==> config.mk <==
export PLATFORM = sky130hd
export DESIGN_NAME = dsl_byte_tokenizer_top
export DESIGN_NICKNAME = d
export VERILOG_FILES = /design/src/hw/rtl/dbt_pkg.sv /design/src/hw/rtl/dbt_lex_core.sv /design/src/hw/rtl/dbt_tok_fifo.sv /design/src/hw/rtl/dsl_byte_tokenizer_top.sv
export SDC_FILE = /design/constraint.sdc
export NUM_CORES = 1
export LEC_CHECK = 0
export BUFFER_PORTS_ARGS = -buffer_cell sky130_fd_sc_hd__buf_2
export CORE_ASPECT_RATIO = 1.4
export CORE_MARGIN = 1.5
export CORE_UTILIZATION = 25
export CTS_BUF_LIST = sky130_fd_sc_hd__clkbuf_16
export DETAILED_ROUTE_END_ITERATION = 10
export GPL_TIMING_DRIVEN = 0
export MAX_ROUTING_LAYER = met4
export PLACE_DENSITY = 0.44
export SETUP_SLACK_MARGIN = 0.4
export SLEW_MARGIN = 15
export SYNTH_ARGS = -nofsm -noshare
export SYNTH_HDL_FRONTEND = slang
export SYNTH_SLANG_ARGS = --single-unit
==> constraint.sdc <==
create_clock -name clk -period 4.73 [get_ports clk]
set_input_delay 0 -clock clk [delete_from_list [all_inputs] [get_ports clk]]
set_output_delay 0 -clock clk [all_outputs]
set_load 0.01 [all_outputs]
==> src/hw/rtl/dbt_pkg.sv <==
// ---------------------------------------------------------------------------
// dbt_pkg
// Shared types and constants of the byte tokenizer.
// ---------------------------------------------------------------------------
`default_nettype none

package dbt_pkg;

  localparam int IN_DATA_W  = 8;
  localparam int OUT_DATA_W = 48;
  localparam int OUT_USER_W = 4;
  localparam int TOK_OFF_W  = 32;
  localparam int TOK_LEN_W  = 8;
  localparam int PREFIX_N   = 5;

  typedef enum logic [3:0] {
    KIND_VAR    = 4'd0,
    KIND_DEF    = 4'd1,
    KIND_ARROW  = 4'd2,
    KIND_NAME   = 4'd3,
    KIND_LPAREN = 4'd4,
    KIND_RPAREN = 4'd5,
    KIND_COMMA  = 4'd6,
    KIND_KW0    = 4'd7,
    KIND_KW1    = 4'd8,
    KIND_KW2    = 4'd9,
    KIND_KW3    = 4'd10,
    KIND_END    = 4'd11
  } tok_kind_t;

  typedef enum logic [2:0] {
    MODE_IDLE    = 3'd0,
    MODE_NAME    = 3'd1,
    MODE_VAR     = 3'd2,
    MODE_EQ      = 3'd3,
    MODE_SLASH   = 3'd4,
    MODE_COMMENT = 3'd5
  } lex_mode_t;

  typedef struct packed {
    tok_kind_t              kind;
    logic [TOK_OFF_W-1:0]   offset;
    logic [TOK_LEN_W-1:0]   len;
    logic                   sat;
    logic                   last;
  } tok_t;

  // tokens produced by one source byte, packed from tok0 up
  typedef struct packed {
    tok_t       tok0;
    tok_t       tok1;
    logic [1:0] count;
  } tok_pair_t;

  typedef logic [PREFIX_N-1:0][7:0] prefix_t;

  localparam logic [7:0] CH_QUEST  = 8'h3f;
  localparam logic [7:0] CH_EQ     = 8'h3d;
  localparam logic [7:0] CH_GT     = 8'h3e;
  localparam logic [7:0] CH_SLASH  = 8'h2f;
  localparam logic [7:0] CH_COLON  = 8'h3a;
  localparam logic [7:0] CH_LPAREN = 8'h28;
  localparam logic [7:0] CH_RPAREN = 8'h29;
  localparam logic [7:0] CH_COMMA  = 8'h2c;
  localparam logic [7:0] CH_NL     = 8'h0a;
  localparam logic [7:0] CH_UNDER  = 8'h5f;
  localparam logic [7:0] CH_NUL    = 8'h00;

  // keyword spellings, first byte in the low lane, zero padded
  localparam prefix_t KW_TEXT [4] = '{
    {8'h00, 8'h64, 8'h6c, 8'h6f, 8'h6d},
    {8'h00, 8'h68, 8'h74, 8'h69, 8'h77},
    {8'h00, 8'h00, 8'h74, 8'h65, 8'h73},
    {8'h65, 8'h70, 8'h61, 8'h68, 8'h73}
  };
  localparam int KW_LEN [4] = '{4, 4, 3, 5};
  localparam tok_kind_t KW_KIND [4] = '{KIND_KW0, KIND_KW1, KIND_KW2, KIND_KW3};

  function automatic logic is_name_char(input logic [7:0] c);
    return (c >= 8'h61 && c <= 8'h7a) || (c >= 8'h41 && c <= 8'h5a) ||
           (c >= 8'h30 && c <= 8'h39) || (c == CH_UNDER);
  endfunction

endpackage

`default_nettype wire

==> src/hw/rtl/dbt_lex_core.sv <==
// ---------------------------------------------------------------------------
// dbt_lex_core
// Lexer state and per-byte token logic; up to two tokens per byte.
// ---------------------------------------------------------------------------
`default_nettype none

module dbt_lex_core #(
  parameter int OFFSET_BITS     = 32,
  parameter int MAX_NAME_LENGTH = 255
) (
  input  logic                clk,
  input  logic                rst_n,
  input  logic                step,
  input  logic [7:0]          char_byte,
  input  logic                end_of_source,
  output dbt_pkg::tok_pair_t  toks
);
  import dbt_pkg::*;

  localparam int RL_W = $clog2(MAX_NAME_LENGTH + 1);
  localparam logic [OFFSET_BITS-1:0] OFF_MAX = {OFFSET_BITS{1'b1}};

  lex_mode_t              mode_r,   mode_nxt;
  logic [OFFSET_BITS-1:0] offset_r, offset_nxt;
  logic [OFFSET_BITS-1:0] start_r,  start_nxt;
  logic [RL_W-1:0]        run_r,    run_nxt;
  logic                   ovf_r,    ovf_nxt;
  prefix_t                prefix_r, prefix_nxt;

  tok_t tok_a, tok_b, pend_tok;
  logic a_v, b_v, pend_v;
  logic is_end, name_c, handled, flush;

  function automatic tok_t make_tok(input tok_kind_t kind,
                                    input logic [OFFSET_BITS-1:0] off,
                                    input logic [TOK_LEN_W-1:0] len,
                                    input logic sat);
    tok_t t;
    logic [63:0] wide;
    wide     = 64'(off);
    t.kind   = kind;
    t.offset = wide[TOK_OFF_W-1:0];
    t.len    = len;
    t.sat    = sat | (off == OFF_MAX);
    t.last   = 1'b0;
    return t;
  endfunction

  // pending name or variable, with keyword lookup and length clipping
  function automatic tok_t name_tok();
    tok_kind_t kind;
    logic      clip;
    kind = (mode_r == MODE_NAME) ? KIND_NAME : KIND_VAR;
    if (mode_r == MODE_NAME) begin
      for (int k = 0; k < 4; k++) begin
        if (!ovf_r && run_r == RL_W'(KW_LEN[k]) && prefix_r == KW_TEXT[k]) begin
          kind = KW_KIND[k];
        end
      end
    end
    clip = (32'(run_r) > 32'd255);
    return make_tok(kind, start_r, clip ? 8'hff : TOK_LEN_W'(run_r), ovf_r | clip);
  endfunction

  always_comb begin
    is_end = end_of_source || (char_byte == CH_NUL);
    name_c = is_name_char(char_byte);

    pend_v   = 1'b0;
    pend_tok = make_tok(KIND_NAME, start_r, 8'd1, 1'b0);
    unique case (mode_r)
      MODE_NAME, MODE_VAR: begin
        pend_v   = 1'b1;
        pend_tok = name_tok();
      end
      MODE_EQ, MODE_SLASH: begin
        pend_v = 1'b1;
      end
      default: pend_v = 1'b0;
    endcase
  end

  always_comb begin
    mode_nxt   = mode_r;
    offset_nxt = offset_r;
    start_nxt  = start_r;
    run_nxt    = run_r;
    ovf_nxt    = ovf_r;
    prefix_nxt = prefix_r;
    a_v        = 1'b0;
    b_v        = 1'b0;
    tok_a      = pend_tok;
    tok_b      = make_tok(KIND_END, offset_r, 8'd0, 1'b0);
    handled    = 1'b0;
    flush      = 1'b0;

    if (is_end) begin
      a_v        = pend_v;
      b_v        = 1'b1;
      mode_nxt   = MODE_IDLE;
      offset_nxt = '0;
      start_nxt  = '0;
      run_nxt    = '0;
      ovf_nxt    = 1'b0;
      prefix_nxt = '0;
    end else begin
      unique case (mode_r)
        MODE_NAME, MODE_VAR: begin
          if (name_c) begin
            handled = 1'b1;
            if (run_r < RL_W'(PREFIX_N)) begin
              prefix_nxt[run_r[2:0]] = char_byte;
            end
            if (run_r < RL_W'(MAX_NAME_LENGTH)) begin
              run_nxt = run_r + 1'b1;
            end else begin
              ovf_nxt = 1'b1;
            end
          end else begin
            flush = 1'b1;
          end
        end
        MODE_EQ: begin
          if (char_byte == CH_GT) begin
            handled  = 1'b1;
            a_v      = 1'b1;
            tok_a    = make_tok(KIND_ARROW, start_r, 8'd2, 1'b0);
            mode_nxt = MODE_IDLE;
          end else begin
            flush = 1'b1;
          end
        end
        MODE_SLASH: begin
          if (char_byte == CH_SLASH) begin
            handled  = 1'b1;
            mode_nxt = MODE_COMMENT;
          end else begin
            flush = 1'b1;
          end
        end
        MODE_COMMENT: begin
          handled = 1'b1;
          if (char_byte == CH_NL) begin
            mode_nxt = MODE_IDLE;
          end
        end
        default: mode_nxt = MODE_IDLE;
      endcase

      if (flush) begin
        a_v      = 1'b1;
        mode_nxt = MODE_IDLE;
      end

      if (!handled) begin
        priority if (char_byte == CH_QUEST || char_byte == CH_EQ ||
                     char_byte == CH_SLASH) begin
          mode_nxt   = (char_byte == CH_QUEST) ? MODE_VAR :
                       (char_byte == CH_EQ)    ? MODE_EQ  : MODE_SLASH;
          start_nxt  = offset_r;
          run_nxt    = '0;
          ovf_nxt    = 1'b0;
          prefix_nxt = '0;
        end else if (char_byte == CH_COLON) begin
          b_v   = 1'b1;
          tok_b = make_tok(KIND_DEF, offset_r, 8'd1, 1'b0);
        end else if (char_byte == CH_LPAREN) begin
          b_v   = 1'b1;
          tok_b = make_tok(KIND_LPAREN, offset_r, 8'd1, 1'b0);
        end else if (char_byte == CH_RPAREN) begin
          b_v   = 1'b1;
          tok_b = make_tok(KIND_RPAREN, offset_r, 8'd1, 1'b0);
        end else if (char_byte == CH_COMMA) begin
          b_v   = 1'b1;
          tok_b = make_tok(KIND_COMMA, offset_r, 8'd1, 1'b0);
        end else if (name_c) begin
          mode_nxt      = MODE_NAME;
          start_nxt     = offset_r;
          run_nxt       = RL_W'(1);
          ovf_nxt       = 1'b0;
          prefix_nxt    = '0;
          prefix_nxt[0] = char_byte;
        end else begin
          // skipped byte
          mode_nxt = mode_nxt;
        end
      end

      if (offset_r != OFF_MAX) begin
        offset_nxt = offset_r + 1'b1;
      end
    end
  end

  // compact the two slots and mark the last token of the byte
  always_comb begin
    toks.tok0 = a_v ? tok_a : tok_b;
    toks.tok1 = tok_b;
    toks.tok1.last = 1'b1;
    toks.tok0.last = !(a_v && b_v);
    toks.count = 2'(a_v) + 2'(b_v);
  end

  always_ff @(posedge clk) begin
    if (!rst_n) begin
      mode_r   <= MODE_IDLE;
      offset_r <= '0;
      start_r  <= '0;
      run_r    <= '0;
      ovf_r    <= 1'b0;
      prefix_r <= '0;
    end else if (step) begin
      mode_r   <= mode_nxt;
      offset_r <= offset_nxt;
      start_r  <= start_nxt;
      run_r    <= run_nxt;
      ovf_r    <= ovf_nxt;
      prefix_r <= prefix_nxt;
    end
  end

endmodule

`default_nettype wire

==> src/hw/rtl/dbt_tok_fifo.sv <==
// ---------------------------------------------------------------------------
// dbt_tok_fifo
// Four-entry token queue; takes up to two tokens, gives one per ready cycle.
// ---------------------------------------------------------------------------
`default_nettype none

module dbt_tok_fifo (
  input  logic               clk,
  input  logic               rst_n,
  input  logic               push,
  input  dbt_pkg::tok_pair_t toks,
  output logic               room_two,
  output logic               out_valid,
  input  logic               out_ready,
  output dbt_pkg::tok_t      out_tok
);
  import dbt_pkg::*;

  tok_t       mem_r [4];
  logic [1:0] wr_ptr_r, wr_ptr_nxt;
  logic [1:0] rd_ptr_r, rd_ptr_nxt;
  logic [2:0] cnt_r,    cnt_nxt;
  logic [1:0] n_push;
  logic       pop;

  assign room_two  = (cnt_r <= 3'd2);
  assign out_valid = (cnt_r != 3'd0);
  assign out_tok   = mem_r[rd_ptr_r];
  assign pop       = out_valid && out_ready;
  assign n_push    = push ? toks.count : 2'd0;

  always_comb begin
    wr_ptr_nxt = wr_ptr_r + n_push;
    rd_ptr_nxt = rd_ptr_r + 2'(pop);
    cnt_nxt    = cnt_r + 3'(n_push) - 3'(pop);
  end

  always_ff @(posedge clk) begin
    if (n_push != 2'd0) begin
      mem_r[wr_ptr_r] <= toks.tok0;
    end
    if (n_push == 2'd2) begin
      mem_r[wr_ptr_r + 2'd1] <= toks.tok1;
    end
  end

  always_ff @(posedge clk) begin
    if (!rst_n) begin
      wr_ptr_r <= '0;
      rd_ptr_r <= '0;
      cnt_r    <= '0;
    end else begin
      wr_ptr_r <= wr_ptr_nxt;
      rd_ptr_r <= rd_ptr_nxt;
      cnt_r    <= cnt_nxt;
    end
  end

endmodule

`default_nettype wire

==> src/hw/rtl/dsl_byte_tokenizer_top.sv <==
// ---------------------------------------------------------------------------
// dsl_byte_tokenizer_top
// Source byte stream in, token stream (kind, offset, length) out.
// ---------------------------------------------------------------------------
// Usage:
//   Input stream: one source byte per request in in_tdata; in_tlast marks end
//   of source (the byte is then ignored). A zero byte also ends the source.
//   Output stream: one token per request; kind in out_tuser, offset, length
//   and saturation flag in out_tdata; out_tlast is set on the last token
//   caused by a given byte. A byte yields zero, one or two tokens.
//   Path: an accepted byte waits in the input register, and its tokens pass
//   through the token queue to the output.
//   Throughput: one byte per cycle. Bytes that give two tokens drain at one
//   token per cycle, so a long run of them is held to the output rate.
//   The lexer steps only when the four-entry token queue has room for two
//   tokens; when the receiver stalls, the queue fills and in_tready drops.
//   Reset: synchronous, active low; lexer idle, offset zero, queue empty.
//   An end of source also returns the lexer to its reset state.
// ---------------------------------------------------------------------------
`default_nettype none

module dsl_byte_tokenizer_top #(
  parameter int OFFSET_BITS     = 32,
  parameter int MAX_NAME_LENGTH = 255
) (
  input  logic                               clk,
  input  logic                               rst_n,
  input  logic                               in_tvalid,
  output logic                               in_tready,
  input  logic [dbt_pkg::IN_DATA_W-1:0]      in_tdata,   // [7:0] char_byte
  input  logic                               in_tlast,   // end_of_source
  output logic                               out_tvalid,
  input  logic                               out_tready,
  output logic [dbt_pkg::OUT_DATA_W-1:0]     out_tdata,  // [31:0] token_offset,
                                                         // [39:32] text_length,
                                                         // [40] length_saturated
  output logic [dbt_pkg::OUT_USER_W-1:0]     out_tuser,  // [3:0] token_kind
  output logic                               out_tlast   // last_of_run
);
  import dbt_pkg::*;

  logic       st_valid_r;
  logic [7:0] st_byte_r;
  logic       st_end_r;
  logic       room_two;
  logic       adv;
  tok_pair_t  toks;
  tok_t       out_tok;

  assign adv       = st_valid_r && room_two;
  assign in_tready = !st_valid_r || adv;

  always_ff @(posedge clk) begin
    if (!rst_n) begin
      st_valid_r <= 1'b0;
    end else if (in_tvalid && in_tready) begin
      st_valid_r <= 1'b1;
    end else if (adv) begin
      st_valid_r <= 1'b0;
    end
  end

  always_ff @(posedge clk) begin
    if (in_tvalid && in_tready) begin
      st_byte_r <= in_tdata[7:0];
      st_end_r  <= in_tlast;
    end
  end

  dbt_lex_core #(
    .OFFSET_BITS     (OFFSET_BITS),
    .MAX_NAME_LENGTH (MAX_NAME_LENGTH)
  ) u_core (
    .clk           (clk),
    .rst_n         (rst_n),
    .step          (adv),
    .char_byte     (st_byte_r),
    .end_of_source (st_end_r),
    .toks          (toks)
  );

  dbt_tok_fifo u_fifo (
    .clk       (clk),
    .rst_n     (rst_n),
    .push      (adv),
    .toks      (toks),
    .room_two  (room_two),
    .out_valid (out_tvalid),
    .out_ready (out_tready),
    .out_tok   (out_tok)
  );

  assign out_tdata = {7'd0, out_tok.sat, out_tok.len, out_tok.offset};
  assign out_tuser = out_tok.kind;
  assign out_tlast = out_tok.last;

endmodule

`default_nettype wire

==> metrics.csv, run 1 <==
metric,value,unit
design_area,0.0174,mm2
synthFlopType,sky130_fd_sc_hd__edfxtp_1,
fin_nets,1344,
synthToLayoutAreaGrowth,18.2,%
hold-worst-slack,0.131,ns
status,completed,
largest_family_of_logic_cells_by_synthesized_area,compound AO/OA/AOI/OAI gates,
gr-total-overflow,0,
postSynthCellCount,1203,
die_area,0.0602,mm2
power.internal,4.84,mW
rsz0062_at_grt,yes,
worst_hold_path.num_cells,3,
antenna_cells,0,
worst_clk_skew,0.0267,ns
critical_path_class,reg2reg,
fp.dieW,208,um
synth_edf_count,161,
met2_wirelength,25.3,mm
vdd.ir_drop.worst,0.235,mV
finish.utilization,30.1,%
leakage,5.96,nW
min_period_over_period,88.5,%
final-hold-violation-count,0,
wirelength,47.0,mm
synth-seq-cells,317,
post_synth_and_or_nand_nor_area_fraction,11.7,%
max_freq,239,MHz
synth_sequential_area_ratio,54.2,%
h_tree_depth,2,
power.net_switching,1.84,mW
fraction_of_power_spent_switching_nets,27.6,%
cts.sink_count,317,
report.power.total,6.68,mW
min-delay-path-class,in2reg,
synth_compound_area_share,19.2,%
total_routing_resource_utilization_after_global_routing,15.9,%
post-route-drc-count,0,
via_count,10708,
drive_gt1_share,20.5,%
ant_nets,0,
via_per_inst,5.12,
design.portCount,68,
ys_top_cells_by_area,"sky130_fd_sc_hd__edfxtp_1 (33%), sky130_fd_sc_hd__dfxtp_1 (21%), sky130_fd_sc_hd__a22o_1 (12%), sky130_fd_sc_hd__mux4_2 (7.1%), sky130_fd_sc_hd__a32o_1 (1.9%)",
average_size_of_a_mapped_cell,12.2,um2
worst_slew_pin_slew,1.12,ns
via_count_of_the_first_global_routing_pass,10854,
synth_most_common_cell,sky130_fd_sc_hd__a22o_1,
io_buffers,59,
wl_met3,1.83,mm
yosys-mux-area-fraction,7.27,%
drt-met1-wl,18.4,mm
synth.cells.most_frequent,"sky130_fd_sc_hd__a22o_1 (195), sky130_fd_sc_hd__edfxtp_1 (161), sky130_fd_sc_hd__dfxtp_1 (156)",
comb_power_share,16.9,%
dp.final_hpwl,33.4,mm
maximum_fanout_along_the_worst_path,20,
later_pin_clock_latency_in_the_skew_report,0.54,ns
worst_setup_path_start_kind,register,
cts_inserted_buffers,35,
drtPass1Iterations,5,
initial_cell_density_of_the_core,25.4,%
grt_antenna_before_repair,0,
cts_buffer_depth,3,
ys_types,83,
setup_viol,0,
syn-cell-area,0.0147,mm2
finalWeightedCongestion,0.855,
worst_slew_margin_rel,25.5,%
yosysTopAreaCell,sky130_fd_sc_hd__edfxtp_1,
yosysWarnings,0,
worstPathRequired,4.96,ns
top_layer,met4,
postSynth.asyncResetShare,0,%
cts_tree,done,
power.sequential.fraction,44.5,%
route.detailed.wl_per_inst,22.5,um
power_density,384,mW/mm2
pre_cts_slack,-0.368,ns
cts_root_buf,sky130_fd_sc_hd__clkbuf_16,
pwr-share-clk,38.5,%
clkTransAtPathRegs,0.06,ns
crit_path_arrival_time,4.42,ns
slew_violations,0,
endpoint_kind_of_the_worst_setup_timing_path,register,
ff2ff_path_depth,14,
drtIter0Drc,762,
synth_fa_ha_area_share,0.818,%
post-route-worst-setup-slack,0.544,ns
core.rowCount,104,
synth-xor-area-share,2.03,%
area_fraction_of_the_dominant_cell_type_after_synthesis,32.9,%
timing.final.crit_period,4.19,ns
core_area,0.0578,mm2
dieHeight,290,um
max_cap_viol_count,0,
wire_length_of_the_first_global_routing_pass,70.2,mm
dpl-instance-area,0.0160,mm2
grt_start_max_net_pins,40,
==> critical path, stage by stage (launching register included) <==
cell and delay, ns:
sky130_fd_sc_hd__edfxtp_1 0.50, sky130_fd_sc_hd__nor4_4 0.35, sky130_fd_sc_hd__nand2b_1 0.17, sky130_fd_sc_hd__a21o_2 0.25, sky130_fd_sc_hd__nor3_1 0.07, sky130_fd_sc_hd__o31a_1 0.28
sky130_fd_sc_hd__buf_4 0.19, sky130_fd_sc_hd__inv_4 0.14, sky130_fd_sc_hd__buf_6 0.17, sky130_fd_sc_hd__ha_1 0.23, sky130_fd_sc_hd__clkbuf_4 0.20, sky130_fd_sc_hd__nor3_1 0.58
sky130_fd_sc_hd__nor2_4 0.17, sky130_fd_sc_hd__inv_4 0.33, sky130_fd_sc_hd__buf_12 0.25
==> cell usage in the layout (no fill, tap or decap), drive strengths merged, types with 11 or more instances in the layout <==
master | synthesis | layout
a22o | 195 | 195
edfxtp | 161 | 161
nor3 | 20 | 20
nor2 | 74 | 74
and2 | 12 | 12
o22ai | 26 | 26
inv | 22 | 36
o21ai | 28 | 28
clkbuf | 53 | 93
xnor2 | 17 | 17
a32o | 28 | 28
a21oi | 23 | 23
dfxtp | 156 | 156
xor2 | 17 | 17
buf | 68 | 129
dlygate4sd3 | 0 | 11
nand3 | 24 | 24
nor4 | 19 | 19
clkinv | 0 | 12
and3 | 12 | 12
mux4 | 46 | 46
nand2 | 48 | 48
nand4 | 29 | 29
==> metrics by stage <==
stage | std cells | TNS, ns
floorplan | 1209 | 0
global placement | 2010 | -167.75
detailed placement | 2012 | -26.39
CTS | 2086 | 0
global route | 2090 | 0
finish | 2090 | 0
==> area by class of cell <==
class,count,area (um2)
Buffer,121,658
Clock buffer,36,901
Clock inverter,27,158
Fill cell,6019,40400
Inverter,22,100
Multi-Input combinational cell,749,6170
Sequential cell,317,7960
Tap cell,742,928
Timing Repair Buffer,76,488
==> what timing repair did <==
item	4_1_cts	5_1_grt
hold buffers	11	0
setup buffers	0	4
pin swaps	0	1
endpoints found under the setup margin	300	245
resized for setup	22	27
endpoints found under the hold margin	11	0
==> worst paths after layout <==
path	start	end	slack (ns)
worst max-delay path	st_byte_r[1]$_DFFE_PP_	u_fifo.mem_r[2][27]$_DFFE_PP_	0.54
worst min register to register	u_core.prefix_r[39]$_SDFFE_PN0P_	u_core.prefix_r[39]$_SDFFE_PN0P_	0.45
worst max register to register	st_byte_r[1]$_DFFE_PP_	u_fifo.mem_r[2][27]$_DFFE_PP_	0.54
worst min-delay path	rst_n	u_core.prefix_r[16]$_SDFFE_PN0P_	0.13
==> power by group through the flow <==
stage          sequential (mW)  clock [mW]  combinational (mW)
2_1_floorplan             3.02           0               0.717
3_3_place_gp              3.03           0                1.14
3_5_place_dp              3.03           0                1.14
4_1_cts                   2.97        2.63                1.16
5_1_grt                   2.98        2.73                1.23
6_report                  2.97        2.57                1.13
==> per-layer routing <==
| metal | vias to the layer above | track usage (%) |
|---|---|---|
| met4 | 0 | 5.57 |
| li1 | 4973 | - |
| met3 | 74 | 2.05 |
| met5 | - | - |
| met2 | 271 | 30.0 |
| met1 | 5390 | 17.2 |
==> registers in the layout, summed over array words and instances (netlist names) <==
| signal | count |
|---|---|
| u_fifo.mem_r | 184 |
| u_core.prefix_r | 40 |
| u_core.offset_r | 32 |
| u_core.start_r | 32 |
| st_byte_r | 8 |
| u_core.run_r | 8 |
| u_core.mode_r | 3 |
| u_fifo.cnt_r | 3 |
| u_fifo.rd_ptr_r | 2 |
| u_fifo.wr_ptr_r | 2 |
| st_end_r | 1 |
| st_valid_r | 1 |
| u_core.ovf_r | 1 |
==> cell families (layout without fill, tap and decap cells) <==
family,count (synthesis),after routing
AO/OA/AOI/OAI,346,346
flip-flops,317,317
AND/OR/NAND/NOR,304,304
buffers and inverters,143,282
multiplexers,49,49
XOR/XNOR,34,34
adder cells (fa/ha/maj),9,9
other,1,7
Note: power is estimated with default switching activity, not from simulation.
==> run 2, diff against run 1 <==
- SYNTH_HIERARCHICAL: default -> 1
==> run 2 against run 1 <==
Clock power increased by 5%. Global-route usage decreased by 1.8 points. Sequential share of layout area decreased by 2.4 points. Core utilization increased by 0.10 points. Area after synthesis increased by 8.5%. Cell area increased by 9.7%. Routed wire length decreased by 4.5%.
==> metrics.csv, run 2 <==
metric,value,unit
status,completed,
min-delay-start,in_tdata[1],
via_per_inst,4.70,
cpPeakStageDelay,0.55,ns
die_area,0.0653,mm2
via_count_of_the_first_global_routing_pass,10734,
design.portCount,68,
synth-seq-cells,317,
pre_cts_slack,-0.729,ns
synthFlopType,sky130_fd_sc_hd__edfxtp_1,
dieHeight,302,um
yosysTopAreaCell,sky130_fd_sc_hd__edfxtp_1,
core_area,0.0631,mm2
power_density,361,mW/mm2
vdd.ir_drop.worst,0.189,mV
timing.final.crit_period,4.22,ns
wire_length_of_the_first_global_routing_pass,67.7,mm
hold-worst-slack,0.161,ns
worst_clk_skew,0.0165,ns
final-hold-violation-count,0,
worst_setup_path_start_kind,register,
r2r-start,st_byte_r[5]$_DFFE_PP_,
largest_reg_flops,184,
synth_edf_count,193,
later_pin_clock_latency_in_the_skew_report,0.56,ns
synthToLayoutAreaGrowth,19.5,%
grt_start_max_net_pins,28,
most_frequent_cp_cell,sky130_fd_sc_hd__buf_12,
drive_gt1_share,36.5,%
drtPass1Iterations,4,
dp.final_hpwl,30.8,mm
post-route-worst-setup-slack,0.509,ns
cts_buffer_depth,3,
regArea,0.00828,mm2
endpoint_kind_of_the_worst_setup_timing_path,register,
syn-cell-area,0.0159,mm2
min-delay-path-class,in2reg,
cts_root_buf,sky130_fd_sc_hd__clkbuf_16,
path_buf_inv,6,
worstPathRequired,5.02,ns
min_period_over_period,89.2,%
crit_path_arrival_time,4.51,ns
multiInputGateArea,0.00719,mm2
grt_antenna_before_repair,0,
ys_top_cells_by_area,"sky130_fd_sc_hd__edfxtp_1 (36%), sky130_fd_sc_hd__dfxtp_1 (16%), sky130_fd_sc_hd__mux2_2 (11%), sky130_fd_sc_hd__mux4_2 (6.5%), sky130_fd_sc_hd__mux2_4 (5.6%)",
via_count,10267,
route.detailed.wl_per_inst,20.6,um
leakage,6.97,nW
average_size_of_a_mapped_cell,13.6,um2
startpoint,st_byte_r[5]$_DFFE_PP_,
slew_violations,0,
layout.cells.most_common_list,"sky130_fd_sc_hd__edfxtp_1 (193), sky130_fd_sc_hd__mux2_2 (152), sky130_fd_sc_hd__dfxtp_1 (124)",
placed_cells,2082,
synth.cells.most_frequent,"sky130_fd_sc_hd__edfxtp_1 (193), sky130_fd_sc_hd__mux2_2 (152), sky130_fd_sc_hd__dfxtp_1 (124)",
initial_cell_density_of_the_core,25.2,%
cts_tree,done,
antenna_cells,0,
worst_slew_pin_slew,1.03,ns
clkTransAtPathRegs,0.06,ns
critical_path_class,reg2reg,
synth_most_common_cell,sky130_fd_sc_hd__edfxtp_1,
mostFrequentLayoutCell,sky130_fd_sc_hd__edfxtp_1,
core.rowCount,109,
postSynth.asyncResetShare,0,%
final.fill_count,6364,
fp.dieW,216,um
fin_tns_setup,0,ns
registers.top_by_ff_count,u_fifo/mem_r,
top_regs,"u_fifo/mem_r: 184 flops, u_core/prefix_r: 40 flops",
synth_sequential_area_ratio,51.9,%
fin_nets,1345,
finalWeightedCongestion,0.865,
cts_inserted_buffers,37,
io_buffers,60,
worst_path_dominant_cell_family,simple AND/OR/NAND/NOR gates,
rsz0062_at_grt,no,
setup_viol,0,
wirelength,44.9,mm
area_fraction_of_the_dominant_cell_type_after_synthesis,36.4,%
max_freq,237,MHz
yosysWarnings,6,
ys_types,90,
worst_slew_margin_rel,31.0,%
drtIter0Drc,466,
maximum_fanout_along_the_worst_path,10,
max_cap_viol_count,0,
final_cells,2183,
total_routing_resource_utilization_after_global_routing,14.1,%
ant_nets,0,
worst_path_max_delay_cell,sky130_fd_sc_hd__or4_4,
cp_cell_sequence,buf_6 -> or4_4 -> o41a_4 -> a31oi_4 -> mux2i_2 -> a21oi_4 -> nor2_4 -> inv_6 -> buf_12 -> ha_4 -> clkbuf_8 -> or4b_4 -> buf_12 -> buf_12 -> mux2_4,
postSynthCellCount,1173,
cts.sink_count,317,
h_tree_depth,2,
post-route-drc-count,0,
gr-total-overflow,0,
[run 2: cell count changes after synthesis, moves of 10 or more]
cell | before | now
sky130_fd_sc_hd__mux2_2 | 1 | 152
sky130_fd_sc_hd__a22o_1 | 195 | 68
sky130_fd_sc_hd__mux2_4 | 0 | 59
sky130_fd_sc_hd__dfxtp_1 | 156 | 124
sky130_fd_sc_hd__edfxtp_1 | 161 | 193
sky130_fd_sc_hd__a32o_1 | 28 | 3
sky130_fd_sc_hd__o22ai_1 | 25 | 3
sky130_fd_sc_hd__clkbuf_1 | 51 | 30
sky130_fd_sc_hd__nor2_1 | 72 | 57
sky130_fd_sc_hd__inv_1 | 21 | 10
sky130_fd_sc_hd__and2_1 | 11 | 21
sky130_fd_sc_hd__buf_2 | 32 | 22
[run 2: layout make-up]
cell class / instances / share of cell area, %
Clock inverter: 28 / 0.828
Sequential cell: 317 / 43.5
Inverter: 12 / 0.269
Tap cell: 832 / 5.47
Timing Repair Buffer: 98 / 3.88
Clock buffer: 39 / 5.13
Buffer: 84 / 3.19
Multi-Input combinational cell: 773 / 37.8
[run 2: where the power goes]
group	switching (mW)	total, mW	internal (mW)
combinational	0.665	1.17	0.505
sequential	0.0360	3.01	2.98
clock	1.19	2.69	1.50
total	1.89	6.88	4.99
[run 2: per-layer routing]
| layer | vias up | routed length (um) | global-route usage [%] |
|---|---|---|---|
| met5 | - | 0 | - |
| met4 | 0 | 1020 | 3.84 |
| met3 | 67 | 1360 | 2.06 |
| met2 | 168 | 24100 | 26.1 |
| met1 | 5207 | 18400 | 15.7 |
| li1 | 4825 | - | - |
[run 2: cells by family after synthesis]
family | count (synthesis) | share of synthesized area [%]
AO/OA/AOI/OAI | 156 | 7.72
XOR/XNOR | 32 | 1.76
AND/OR/NAND/NOR | 296 | 10.7
multiplexers | 264 | 23.3
flip-flops | 317 | 51.9
adder cells (fa/ha/maj) | 9 | 0.754
buffers and inverters | 96 | 3.74
other | 3 | 0.0706
[run 2: what timing repair did]
action | CTS | global route
gates resized for setup | 23 | 5
buffers inserted | 13 | 6
pin swaps | 7 | 5
hold buffers | 13 | 0
setup endpoints to repair | 371 | 104
hold endpoints to repair | 26 | 0
cloned | 1 | 1
[run 2: path summary, 6_finish.rpt]
check / end / depth (start not counted) / slack, ns
max reg2reg: u_fifo/mem_r[3][9]$_DFFE_PP_ / 15 / 0.51
min: st_byte_r[1]$_DFFE_PP_ / 2 / 0.16
min reg2reg: u_core/prefix_r[39]$_SDFFE_PN0P_ / 1 / 0.46
max: u_fifo/mem_r[3][9]$_DFFE_PP_ / 15 / 0.51
[run 2: per-stage QoR]
stage,power [mW],cell area [um2],utilization (%)
after floorplan,3.78,16000,-
after global placement,4.22,17300,27.5
after detailed placement,4.24,17500,27.7
after CTS,7.01,19000,30.0
after global routing,7.19,19000,30.2
final,6.88,19000,30.2
[run 2: worst register-to-register path: cells and delay by family, from the launching register on]
kind | cells | cell delay, ns
AND/OR/NAND/NOR | 3 | 1.19
AO/OA/AOI/OAI | 3 | 0.90
buffers and inverters | 6 | 0.89
multiplexers | 2 | 0.40
flip-flops | 1 | 0.38
adder cells (fa/ha/maj) | 1 | 0.21
